$ cat src/hdl/bctrr_pkg.sv
// Shared constants, types and control structures for the block cache tag controller.
package bctrr_pkg;

    localparam int ENTRIES   = 16;
    localparam int ADDR_BITS = 32;
    localparam int IDX_W     = $clog2(ENTRIES);
    localparam int CNT_W     = $clog2(ENTRIES + 1);
    localparam int CFG_W     = 5;
    localparam int APB_AW    = 3;
    localparam int APB_DW    = 32;

    localparam logic [CFG_W-1:0] ENTRIES_RESET = CFG_W'(ENTRIES);
    localparam logic             REG_ENTRIES   = 1'b0;

    typedef enum logic [1:0] {
        ACT_LOOKUP     = 2'd0,
        ACT_FETCH      = 2'd1,
        ACT_MARK_DIRTY = 2'd2
    } t_action;

    typedef enum logic [2:0] {
        S_IDLE,
        S_START,
        S_REDUCE,
        S_SCAN,
        S_FINISH
    } t_state;

    typedef struct packed {
        logic load;
        logic start;
        logic reduce;
        logic scan;
        logic commit;
    } t_dp_cmd;

    typedef struct packed {
        logic is_fetch;
        logic ptr_over;
        logic scan_done;
    } t_dp_sts;

endpackage

$ cat src/hdl/bctrr_if.sv
// Request and response channel interfaces of the block cache tag controller.
interface bctrr_req_if;
    import bctrr_pkg::*;
    logic                 valid;
    logic                 ready;
    logic [1:0]           action;
    logic [ADDR_BITS-1:0] block_addr;

    modport source (output valid, action, block_addr, input ready);
    modport sink (input valid, action, block_addr, output ready);
endinterface

interface bctrr_rsp_if;
    import bctrr_pkg::*;
    logic                 valid;
    logic                 ready;
    logic                 found;
    logic [IDX_W-1:0]     entry_index;
    logic                 writeback;
    logic [ADDR_BITS-1:0] writeback_addr;

    modport source (output valid, found, entry_index, writeback, writeback_addr, input ready);
    modport sink (input valid, found, entry_index, writeback, writeback_addr, output ready);
endinterface

$ cat src/hdl/bctrr_cfg.sv
// APB register block holding the entries-in-use setting.
module bctrr_cfg (
    input  logic                         i_clk,
    input  logic                         i_rst_n,
    input  logic                         psel,
    input  logic                         penable,
    input  logic                         pwrite,
    input  logic [bctrr_pkg::APB_AW-1:0] paddr,
    input  logic [bctrr_pkg::APB_DW-1:0] pwdata,
    output logic [bctrr_pkg::APB_DW-1:0] prdata,
    output logic                         pready,
    output logic [bctrr_pkg::CFG_W-1:0]  o_entries_in_use
);
    import bctrr_pkg::*;

    logic [CFG_W-1:0] r_entries_in_use;
    logic             sel_entries;

    assign sel_entries = (paddr[2] == REG_ENTRIES);
    assign pready      = 1'b1;

    always_ff @(posedge i_clk) begin
        if (!i_rst_n) begin
            r_entries_in_use <= ENTRIES_RESET;
        end else if (psel && penable && pwrite && sel_entries) begin
            r_entries_in_use <= pwdata[CFG_W-1:0];
        end
    end

    assign prdata           = sel_entries ? APB_DW'(r_entries_in_use) : '0;
    assign o_entries_in_use = r_entries_in_use;

endmodule

$ cat src/hdl/bctrr_ctrl.sv
// Controller state machine sequencing compare, pointer reduction, victim scan and commit.
module bctrr_ctrl (
    input  logic                i_clk,
    input  logic                i_rst_n,
    input  logic                i_req_valid,
    output logic                o_req_ready,
    input  logic                i_rsp_ready,
    output logic                o_rsp_valid,
    input  bctrr_pkg::t_dp_sts  i_sts,
    output bctrr_pkg::t_dp_cmd  o_cmd
);
    import bctrr_pkg::*;

    t_state r_state;
    t_state n_state;
    logic   r_rsp_valid;
    logic   out_free;

    assign out_free = !r_rsp_valid || i_rsp_ready;

    always_ff @(posedge i_clk) begin
        if (!i_rst_n) begin
            r_state     <= S_IDLE;
            r_rsp_valid <= 1'b0;
        end else begin
            r_state <= n_state;
            if (o_cmd.commit) begin
                r_rsp_valid <= 1'b1;
            end else if (i_rsp_ready) begin
                r_rsp_valid <= 1'b0;
            end
        end
    end

    always_comb begin
        n_state     = r_state;
        o_cmd       = '0;
        o_req_ready = 1'b0;
        unique case (r_state)
            S_IDLE: begin
                o_req_ready = 1'b1;
                if (i_req_valid) begin
                    o_cmd.load = 1'b1;
                    n_state    = S_START;
                end
            end
            S_START: begin
                o_cmd.start = 1'b1;
                n_state     = i_sts.is_fetch ? S_REDUCE : S_FINISH;
            end
            S_REDUCE: begin
                if (i_sts.ptr_over) begin
                    o_cmd.reduce = 1'b1;
                end else begin
                    n_state = S_SCAN;
                end
            end
            S_SCAN: begin
                o_cmd.scan = 1'b1;
                if (i_sts.scan_done) begin
                    n_state = S_FINISH;
                end
            end
            S_FINISH: begin
                if (out_free) begin
                    o_cmd.commit = 1'b1;
                    n_state      = S_IDLE;
                end
            end
            default: begin
                n_state = S_IDLE;
            end
        endcase
    end

    assign o_rsp_valid = r_rsp_valid;

endmodule

$ cat src/hdl/bctrr_dp.sv
// Datapath with tag, valid and dirty storage, match compare, victim pointer and result register.
module bctrr_dp (
    input  logic                            i_clk,
    input  logic                            i_rst_n,
    input  bctrr_pkg::t_dp_cmd              i_cmd,
    output bctrr_pkg::t_dp_sts              o_sts,
    input  logic [bctrr_pkg::CFG_W-1:0]     i_entries_in_use,
    input  logic [1:0]                      i_action,
    input  logic [bctrr_pkg::ADDR_BITS-1:0] i_block_addr,
    output logic                            o_found,
    output logic [bctrr_pkg::IDX_W-1:0]     o_entry_index,
    output logic                            o_writeback,
    output logic [bctrr_pkg::ADDR_BITS-1:0] o_writeback_addr
);
    import bctrr_pkg::*;

    logic [ADDR_BITS-1:0] r_tag [ENTRIES];
    logic [ENTRIES-1:0]   r_valid;
    logic [ENTRIES-1:0]   r_dirty;
    logic [IDX_W-1:0]     r_victim;
    logic [1:0]           r_action;
    logic [ADDR_BITS-1:0] r_addr;
    logic [IDX_W-1:0]     r_ptr;
    logic [CNT_W-1:0]     r_step;
    logic                 r_wb;
    logic [ENTRIES-1:0]   r_match;
    logic                 r_found;
    logic [IDX_W-1:0]     r_index;
    logic                 r_out_wb;
    logic [ADDR_BITS-1:0] r_out_wb_addr;

    logic [CNT_W-1:0]     active_n;
    logic [CNT_W-1:0]     ptr_inc;
    logic [IDX_W-1:0]     cand;
    logic [CNT_W-1:0]     step_inc;
    logic [ENTRIES-1:0]   n_match;
    logic                 hit_any;
    logic [IDX_W-1:0]     hit_idx;
    logic                 is_fetch;

    always_comb begin
        if (i_entries_in_use == '0) begin
            active_n = CNT_W'(1);
        end else if (CNT_W'(i_entries_in_use) > CNT_W'(ENTRIES)) begin
            active_n = CNT_W'(ENTRIES);
        end else begin
            active_n = CNT_W'(i_entries_in_use);
        end
    end

    assign is_fetch = (r_action == ACT_FETCH);
    assign ptr_inc  = CNT_W'(r_ptr) + CNT_W'(1);
    assign cand     = (ptr_inc == active_n) ? '0 : ptr_inc[IDX_W-1:0];
    assign step_inc = r_step + CNT_W'(1);

    assign o_sts.is_fetch  = is_fetch;
    assign o_sts.ptr_over  = (CNT_W'(r_ptr) >= active_n);
    assign o_sts.scan_done = !r_dirty[cand] || (step_inc == active_n);

    always_comb begin
        for (int i = 0; i < ENTRIES; i++) begin
            n_match[i] = r_valid[i] && (r_tag[i] == r_addr) && (CNT_W'(i) < active_n);
        end
    end

    always_comb begin
        hit_any = |r_match;
        hit_idx = '0;
        for (int i = ENTRIES - 1; i >= 0; i--) begin
            if (r_match[i]) begin
                hit_idx = IDX_W'(i);
            end
        end
    end

    always_ff @(posedge i_clk) begin
        if (!i_rst_n) begin
            r_valid  <= '0;
            r_dirty  <= '0;
            r_victim <= '0;
        end else if (i_cmd.commit) begin
            if (is_fetch) begin
                r_valid[r_ptr] <= 1'b1;
                r_dirty[r_ptr] <= 1'b0;
                r_victim       <= r_ptr;
            end else if (r_action == ACT_MARK_DIRTY && hit_any) begin
                r_dirty[hit_idx] <= 1'b1;
            end
        end
    end

    always_ff @(posedge i_clk) begin
        if (i_cmd.commit && is_fetch) begin
            r_tag[r_ptr] <= r_addr;
        end
    end

    always_ff @(posedge i_clk) begin
        if (i_cmd.load) begin
            r_action <= i_action;
            r_addr   <= i_block_addr;
            r_ptr    <= r_victim;
            r_step   <= '0;
            r_wb     <= 1'b0;
        end
        if (i_cmd.start) begin
            r_match <= n_match;
        end
        if (i_cmd.reduce) begin
            r_ptr <= IDX_W'(CNT_W'(r_ptr) - active_n);
        end
        if (i_cmd.scan) begin
            r_ptr  <= cand;
            r_step <= step_inc;
            r_wb   <= r_dirty[cand];
        end
        if (i_cmd.commit) begin
            if (is_fetch) begin
                r_found       <= 1'b1;
                r_index       <= r_ptr;
                r_out_wb      <= r_wb;
                r_out_wb_addr <= r_wb ? r_tag[r_ptr] : '0;
            end else begin
                r_found       <= hit_any;
                r_index       <= hit_idx;
                r_out_wb      <= 1'b0;
                r_out_wb_addr <= '0;
            end
        end
    end

    assign o_found          = r_found;
    assign o_entry_index    = r_index;
    assign o_writeback      = r_out_wb;
    assign o_writeback_addr = r_out_wb_addr;

endmodule

$ cat src/hdl/block_cache_tag_round_robin_core.sv
// Top level of the fully associative block cache tag and round-robin replacement controller.
//
//  Channel   Direction  Handshake      Contents
//  i_req     in         valid/ready    action, block_addr
//  o_rsp     out        valid/ready    found, entry_index, writeback, writeback_addr
//  APB       in/out     psel/penable   entries_in_use at byte address 0
//
// A lookup or mark-dirty transaction steps through accept, tag compare and result.
// A fetch steps through accept, tag compare, pointer reduction, victim scan (1 to
// entries in use steps) and result; the reduction subtracts the entry count while
// the pointer lies beyond it. The scan of dirty bits checks one entry per cycle.
// One transaction is in flight at a time; the result register lets the next one start
// while a result still waits. Reset clears valid and dirty bits at once; no clearing pass.
module block_cache_tag_round_robin_core (
    input  logic                         i_clk,
    input  logic                         i_rst_n,
    bctrr_req_if.sink                    i_req,
    bctrr_rsp_if.source                  o_rsp,
    input  logic                         psel,
    input  logic                         penable,
    input  logic                         pwrite,
    input  logic [bctrr_pkg::APB_AW-1:0] paddr,
    input  logic [bctrr_pkg::APB_DW-1:0] pwdata,
    output logic [bctrr_pkg::APB_DW-1:0] prdata,
    output logic                         pready
);
    import bctrr_pkg::*;

    logic [CFG_W-1:0] entries_in_use;
    t_dp_cmd          dp_cmd;
    t_dp_sts          dp_sts;

    bctrr_cfg u_cfg (
        .i_clk            (i_clk),
        .i_rst_n          (i_rst_n),
        .psel             (psel),
        .penable          (penable),
        .pwrite           (pwrite),
        .paddr            (paddr),
        .pwdata           (pwdata),
        .prdata           (prdata),
        .pready           (pready),
        .o_entries_in_use (entries_in_use)
    );

    bctrr_ctrl u_ctrl (
        .i_clk       (i_clk),
        .i_rst_n     (i_rst_n),
        .i_req_valid (i_req.valid),
        .o_req_ready (i_req.ready),
        .i_rsp_ready (o_rsp.ready),
        .o_rsp_valid (o_rsp.valid),
        .i_sts       (dp_sts),
        .o_cmd       (dp_cmd)
    );

    bctrr_dp u_dp (
        .i_clk            (i_clk),
        .i_rst_n          (i_rst_n),
        .i_cmd            (dp_cmd),
        .o_sts            (dp_sts),
        .i_entries_in_use (entries_in_use),
        .i_action         (i_req.action),
        .i_block_addr     (i_req.block_addr),
        .o_found          (o_rsp.found),
        .o_entry_index    (o_rsp.entry_index),
        .o_writeback      (o_rsp.writeback),
        .o_writeback_addr (o_rsp.writeback_addr)
    );

endmodule
$ cat src/flat_wrapper.sv
// flat-port wrapper written by rule: the top's interface ports become plain ports
module block_cache_tag_round_robin_core_flat import bctrr_pkg::*;
  (i_clk, i_rst_n, psel, penable, pwrite, paddr, pwdata, prdata, pready, i_req_valid, i_req_action, i_req_block_addr, i_req_ready, o_rsp_valid, o_rsp_found, o_rsp_entry_index, o_rsp_writeback, o_rsp_writeback_addr, o_rsp_ready);
  bctrr_req_if i_req_i ();
  bctrr_rsp_if o_rsp_i ();
  input  logic i_clk;
  input  logic i_rst_n;
  input  logic psel;
  input  logic penable;
  input  logic pwrite;
  input  logic [bctrr_pkg::APB_AW-1:0] paddr;
  input  logic [bctrr_pkg::APB_DW-1:0] pwdata;
  output logic [bctrr_pkg::APB_DW-1:0] prdata;
  output logic pready;
  input wire logic [$bits(i_req_i.valid)-1:0] i_req_valid;
  input wire logic [$bits(i_req_i.action)-1:0] i_req_action;
  input wire logic [$bits(i_req_i.block_addr)-1:0] i_req_block_addr;
  output wire logic [$bits(i_req_i.ready)-1:0] i_req_ready;
  output wire logic [$bits(o_rsp_i.valid)-1:0] o_rsp_valid;
  output wire logic [$bits(o_rsp_i.found)-1:0] o_rsp_found;
  output wire logic [$bits(o_rsp_i.entry_index)-1:0] o_rsp_entry_index;
  output wire logic [$bits(o_rsp_i.writeback)-1:0] o_rsp_writeback;
  output wire logic [$bits(o_rsp_i.writeback_addr)-1:0] o_rsp_writeback_addr;
  input wire logic [$bits(o_rsp_i.ready)-1:0] o_rsp_ready;
  assign i_req_i.valid = i_req_valid;
  assign i_req_i.action = i_req_action;
  assign i_req_i.block_addr = i_req_block_addr;
  assign i_req_ready = i_req_i.ready;
  assign o_rsp_valid = o_rsp_i.valid;
  assign o_rsp_found = o_rsp_i.found;
  assign o_rsp_entry_index = o_rsp_i.entry_index;
  assign o_rsp_writeback = o_rsp_i.writeback;
  assign o_rsp_writeback_addr = o_rsp_i.writeback_addr;
  assign o_rsp_i.ready = o_rsp_ready;
  block_cache_tag_round_robin_core u_core (.i_clk(i_clk), .i_rst_n(i_rst_n), .i_req(i_req_i), .o_rsp(o_rsp_i), .psel(psel), .penable(penable), .pwrite(pwrite), .paddr(paddr), .pwdata(pwdata), .prdata(prdata), .pready(pready));
endmodule
$ cat config.mk
export PLATFORM = sky130hd
export DESIGN_NAME = block_cache_tag_round_robin_core_flat
export DESIGN_NICKNAME = d
export VERILOG_FILES = /design/src/hdl/bctrr_pkg.sv /design/src/hdl/bctrr_if.sv /design/src/hdl/bctrr_cfg.sv /design/src/hdl/bctrr_ctrl.sv /design/src/hdl/bctrr_dp.sv /design/src/hdl/block_cache_tag_round_robin_core.sv /design/src/flat_wrapper.sv
export SDC_FILE = /design/constraint.sdc
export NUM_CORES = 1
export LEC_CHECK = 0
export BUFFER_PORTS_ARGS = -buffer_cell sky130_fd_sc_hd__buf_2
export CORE_UTILIZATION = 40
export DETAILED_ROUTE_END_ITERATION = 8
export PLACE_DENSITY = 0.53
export SYNTH_ARGS = -nofsm -noshare
export SYNTH_HDL_FRONTEND = slang
export SYNTH_SLANG_ARGS = --single-unit
$ cat constraint.sdc
create_clock -name i_clk -period 5.8 [get_ports i_clk]
set_input_delay 0.29 -clock i_clk [delete_from_list [all_inputs] [get_ports i_clk]]
set_output_delay 0.29 -clock i_clk [all_outputs]
set_load 0.01 [all_outputs]
==> impl_metrics.py, run 1 <==
metrics = {
    "pwr": {
        "seqPwrFrac_pct": 46.2,
        "ir_drop_v": 0.0001752,
        "p_int_mw": 8.554,
        "p_sw_mw": 3.026,
        "pwr-share-clk_pct": 41.3,
        "p_leak_nw": 11.72,
        "power_frac_comb_pct": 12.5,
        "power.density_mw_per_mm2": 321.0,
        "p_sw_share_pct": 26.13,
    },
    "clock_network": {
        "cts.clk_slew.worst_paths_ns": 0.06,
        "clkSinkCount": 655,
        "cts_resized": 0,
        "cts_hold_buf": 41,
        "cts_tree": "done",
        "clk_latency_ns": 0.64,
        "cts_buffers": 76,
        "cts-root-buf": "clkbuf_16",
        "cts_buffer_depth": 3,
        "postCtsSetupBuffers": 0,
        "h-tree-depth": 3,
    },
    "grt": {
        "grt.busiest_layer": "met2",
        "antenna_found_initial": 3,
        "first_global_vias": 18440,
        "use_met2_pct": 46.76,
        "overflow": 0,
        "grt_pass1_wl_um": 158200,
        "grt_use_met3_pct": 5.377,
        "grt_start_max_net_pins": 58,
        "groute.layer.met1.usage_pct": 41.09,
        "grt_usage_pct": 29.76,
    },
    "sta": {
        "fin_hold_ws_ns": 0.1130,
        "relSlewSlack_pct": 19.07,
        "fin_setup_tns_ns": 0,
        "rsz0062_at_grt": "false",
        "final_hold_viol_count": 0,
        "fmax_mhz": 282.9,
        "drv_slew": 0,
        "finClkSkew_ns": 0.03209,
        "fin_ws_ns": 2.265,
        "min_period_ns": 3.535,
        "tightest_slew_ns": 1.204,
        "setup_viol": 0,
        "layout_worst_path_cycle_share_pct": 60.94,
    },
    "final_layout": {
        "areaGrowthSynthToFinish_pct": 14.72,
        "layout.nets": 2278,
        "finalCoreUtilization_pct": 46.49,
        "nFillCells": 6919,
        "layout-drive-gt1-share_pct": 20.60,
    },
    "synthesis": {
        "async_flop_share_pct": 0,
        "synth_edf_count": 610,
        "ys_types": 66,
        "synth.most_common_cell": "edfxtp_1",
        "synth_area_mm2": 0.03144,
        "yosysWarnings": 0,
        "seq_area_frac_synth_pct": 61.12,
        "ys.flop_type": "edfxtp_1",
        "synth_top_area_share_pct": 58.26,
        "synth_top_area_cell": "edfxtp_1",
        "synthCells": 2041,
        "synth_commonest_cells": "edfxtp_1, xor2_1, xnor2_1",
        "ys_seq_elements": 655,
        "postSynthAreaPerCell_um2": 15.41,
        "synthTopCellsByArea": "edfxtp_1, mux4_2, xor2_1",
    },
    "drt": {
        "drt_iter0_drc": 2628,
        "wl_per_cell_um": 35.82,
        "vias_per_cell": 5.911,
        "drc": 0,
        "num_vias": 19450,
        "wl_um": 117900,
        "drtPass1Iterations": 5,
        "drtAntennaViolNets": 0,
    },
    "placed_design": {
        "dp_hpwl_um": 85320,
        "io_buffers": 91,
        "dpl_worst_slack_ns": 2.206,
        "place.gp.congestion": 1.008,
    },
    "worst_hold_path": {
        "hp-start": "i_req_valid",
        "hold_depth": 5,
        "hold_class": "in2reg",
    },
    "die": {
        "row_count": 102,
        "die_y_um": 282.4,
        "initial_core_util_pct": 40.52,
        "placeableCoreArea_mm2": 0.07759,
        "ioPinCount": 149,
        "die_area_mm2": 0.07973,
        "die_w_um": 282.4,
    },
    "critical_path": {
        "ff2ff_path_depth": 6,
        "critPathLaunchType": "register",
        "path_class": "reg2reg",
        "r2r-start": "u_core.u_dp.r_addr[17]",
        "crit_start": "u_core.u_dp.r_addr[17]",
        "critPathRequiredTime_ns": 6.11,
        "cp_max_fo": 32,
        "cp-end-kind": "register",
        "arrival_ns": 3.84,
    },
    "status": {
        "outcome": "complete, no violations",
    },
    "job": {
        "drv_cap": 0,
    },
}
-- per-stage QoR --
step | cells | area (um2) | total power, mW
6_report | 3290 | 36070 | 11.58
5_1_grt | 3288 | 36070 | 11.88
4_1_cts | 3288 | 36060 | 11.64
3_5_place_dp | 3113 | 33240 | 6.860
3_3_place_gp | 3113 | 33240 | 6.862
2_1_floorplan | 2067 | 31540 | 6.262
-- logic make-up (layout without fill, tap and decap cells) --
family                   Yosys count  after routing  synth area share, %
flip-flops                       655            655                61.12
XOR/XNOR                         521            521                14.56
AND/OR/NAND/NOR                  404            404                7.020
multiplexers                     180            180                12.16
buffers and inverters            175            356                2.531
AO/OA/AOI/OAI                     94             94                2.169
adder cells (fa/ha/maj)           10             10               0.4218
other                              2             30              0.02388
-- critical path: stages, from the launching register on --
cell and delay (ns):
edfxtp_1 0.32, buf_4 0.36, xor2_1 0.15, nor4_1 0.74, nand4_1 0.33, or4_1 0.58, nor4_1 0.73
-- final timing paths --
check                                                 to  slack, ns
worst max-delay path             u_core.u_dp.r_match[15]       2.27
worst min-delay path            u_core.u_ctrl.r_state[1]       0.11
worst max register to register   u_core.u_dp.r_match[15]       2.27
worst min register to register   u_core.u_dp.r_victim[1]       0.45
-- state kept, by name (all words and copies together) (netlist names), 2 cells and up --
name / cells
u_core.u_cfg.o_entries_in_use: 5
u_core.u_ctrl.r_state: 3
u_core.u_dp.o_entry_index: 4
u_core.u_dp.o_writeback_addr: 32
u_core.u_dp.r_action: 2
u_core.u_dp.r_addr: 32
u_core.u_dp.r_dirty: 16
u_core.u_dp.r_match: 16
u_core.u_dp.r_ptr: 4
u_core.u_dp.r_step: 5
u_core.u_dp.r_tag: 512
u_core.u_dp.r_valid: 16
u_core.u_dp.r_victim: 4
-- per-layer routing --
metal	up-vias	wire, um
met5	-	13
met4	2	4748
met3	152	9694
met2	943	55020
met1	10320	48390
li1	8034	-
-- final cells by class --
type / instances / area (um2) / area share, %
Sequential cell: 655 / 19220 / 53.28
Tap cell: 1040 / 1301 / 3.607
Clock buffer: 100 / 2086 / 5.782
Inverter: 20 / 75.07 / 0.2081
Clock inverter: 34 / 320.3 / 0.8880
Timing Repair Buffer: 202 / 1416 / 3.926
Multi-Input combinational cell: 1237 / 11650 / 32.30
Antenna cell: 2 / 5.005 / 0.01387
-- layout by cell type, fill, tap and decap left out, types with 19 or more instances in the layout --
cell type      count
a21oi_1           19
buf_2             91
buf_4             68
clkbuf_16         79
conb_1            28
dfxtp_1           45
dlygate4sd3_1     41
edfxtp_1         610
inv_1             20
mux4_2           161
nand2_1           37
nand3_1           22
nand4_1           63
nor2_1            65
nor2b_1           42
nor3_1            22
nor4_1            92
xnor2_1          182
xor2_1           338
-- power groups by stage --
stage          Clock, mW  Sequential [mW]  Combinational (mW)
6_report            4.79             5.35                1.44
5_1_grt             5.02             5.36                1.50
4_1_cts             4.85             5.35                1.44
3_5_place_dp           0             5.45                1.41
3_3_place_gp           0             5.45                1.42
2_1_floorplan          0             5.45               0.815
No activity file was read; power rests on OpenSTA's default activity.
==> inputs of run 2 (changes only) <==
==> constraint.sdc (replaced) <==
create_clock -name i_clk -period 3.5 [get_ports i_clk]
set_input_delay 0.175 -clock i_clk [delete_from_list [all_inputs] [get_ports i_clk]]
set_output_delay 0.175 -clock i_clk [all_outputs]
set_load 0.01 [all_outputs]
==> impl_metrics.py, run 2 (same netlist as run 1, synthesis figures left out) <==
metrics = {
    "sta": {
        "fin_setup_tns_ns": 0,
        "finClkSkew_ns": 0.02215,
        "layout_worst_path_cycle_share_pct": 89.08,
        "rsz0062_at_grt": "false",
        "fin_hold_ws_ns": 0.1359,
        "min_period_ns": 3.118,
        "fmax_mhz": 320.7,
        "fin_ws_ns": 0.3822,
        "relSlewSlack_pct": 30.51,
        "tightest_slew_ns": 1.038,
        "final_hold_viol_count": 0,
        "drv_slew": 0,
        "setup_viol": 0,
    },
    "critical_path": {
        "reg2reg_setup_slack_ns": 0.38,
        "crit_path_end": "u_core.u_dp.r_match[8]",
        "ff2ff_path_depth": 4,
        "cp-end-kind": "register",
        "r2r-start": "u_core.u_dp.r_addr[23]",
        "crit_start": "u_core.u_dp.r_addr[23]",
        "path_class": "reg2reg",
        "cp_max_fo": 15,
        "critPathRequiredTime_ns": 3.85,
        "arrival_ns": 3.47,
        "reg2reg_to": "u_core.u_dp.r_match[8]",
        "critPathLaunchType": "register",
    },
    "placed_design": {
        "io_buffers": 91,
        "dpl_worst_slack_ns": 0.3273,
        "dp_hpwl_um": 79320,
        "place.gp.congestion": 0.9171,
        "place_area_mm2": 0.03391,
        "placed_cells": 3178,
    },
    "drt": {
        "drt_iter0_drc": 2112,
        "vias_per_cell": 5.717,
        "num_vias": 19210,
        "wl_per_cell_um": 32.05,
        "wl_um": 107600,
        "drc": 0,
        "drtAntennaViolNets": 0,
        "drtPass1Iterations": 5,
    },
    "die": {
        "die_y_um": 282.4,
        "die_area_mm2": 0.07973,
        "initial_core_util_pct": 40.52,
        "ioPinCount": 149,
        "placeableCoreArea_mm2": 0.07759,
        "die_w_um": 282.4,
        "row_count": 102,
    },
    "pwr": {
        "power_mw": 18.79,
        "power.density_mw_per_mm2": 513.1,
        "ir_drop_v": 0.0003196,
        "p_leak_nw": 12.01,
    },
    "clock_network": {
        "postCtsSetupBuffers": 0,
        "cts-root-buf": "clkbuf_16",
        "cts.clk_slew.worst_paths_ns": 0.05,
        "cts_buffer_depth": 3,
        "cts_buffers": 76,
        "cts_resized": 0,
        "h-tree-depth": 3,
        "cts_tree": "done",
        "clkSinkCount": 655,
        "clk_latency_ns": 0.63,
    },
    "worst_hold_path": {
        "hold_depth": 4,
        "hold_class": "in2reg",
    },
    "grt": {
        "antenna_found_initial": 9,
        "grt_start_max_net_pins": 71,
        "grt_pass1_wl_um": 148900,
        "grt_usage_pct": 27.35,
        "overflow": 0,
        "first_global_vias": 19020,
    },
    "job": {
        "drv_cap": 0,
    },
    "final_layout": {
        "top_register": "u_core.u_dp.r_tag",
        "finalNonFillerCells": 3359,
        "final_cell_mix": "edfxtp_1, xor2_1, xnor2_1",
        "final_common_cell": "edfxtp_1",
        "largest_register_ffs": 512,
        "layout-drive-gt1-share_pct": 22.05,
        "areaGrowthSynthToFinish_pct": 16.47,
        "layout.nets": 2346,
        "finalCoreUtilization_pct": 47.19,
        "fin_area_mm2": 0.03662,
    },
    "status": {
        "outcome": "complete, no violations",
    },
}
run 2: cell count changes in the layout (fill, tap and decap cells not counted), sizes merged:
cell	previous run	this run
bufinv	6	0
buf	161	226
clkbuf	100	126
dlygate4sd3	41	44
clkinvlp	3	0
clkinv	24	8
run 2: repair_timing:
action / 4_1_cts / 5_1_grt
setup endpoints to repair: 0 / 0
hold buffers: 44 / 0
endpoints found under the hold margin: 46 / 0
run 2: area by class of cell:
| class | count | area [um2] |
|---|---|---|
| timing repair buffer | 270 | 2085 |
| fill | 6862 | 40970 |
| inverter | 20 | 75.07 |
| antenna | 2 | 5.005 |
| clock buffer | 126 | 2223 |
| multi-input combinational | 1237 | 11670 |
| sequential | 655 | 19220 |
| tap | 1040 | 1301 |
| clock inverter | 9 | 43.79 |
run 2: where the power goes:
group	switching (mW)	internal (mW)	total, mW
clock network	3.18	4.31	7.48
logic	1.45	0.900	2.35
registers	0.214	8.74	8.96
run 2: how the worst min path moves through the flow:
stage	start	to	slack (ns)
2_1_floorplan	i_req_action[0]	u_core.u_dp.r_action[0]	0.27
3_3_place_gp	i_req_block_addr[21]	u_core.u_dp.r_addr[21]	0.35
3_5_place_dp	i_req_block_addr[16]	u_core.u_dp.r_addr[16]	0.35
4_1_cts	pwrite	u_core.u_cfg.o_entries_in_use[0]	0.12
5_1_grt	pwrite	u_core.u_cfg.o_entries_in_use[0]	0.20
6_report	pwrite	u_core.u_cfg.o_entries_in_use[0]	0.14
run 2: per-layer routing:
metal  global-route usage (%)  wire, um  share of wire, %
met5                        0         0                 0
met4                    8.912      3564               3.3
met3                    2.957      6748               6.3
met2                    44.78     51750                48
met1                    38.09     45590                42
run 2: critical path, stage by stage, from the launching register on:
cell and delay, ns:
edfxtp_1 0.82, xor2_1 0.25, nor4_1 0.87, nand4_1 0.35
nor3_1 0.56
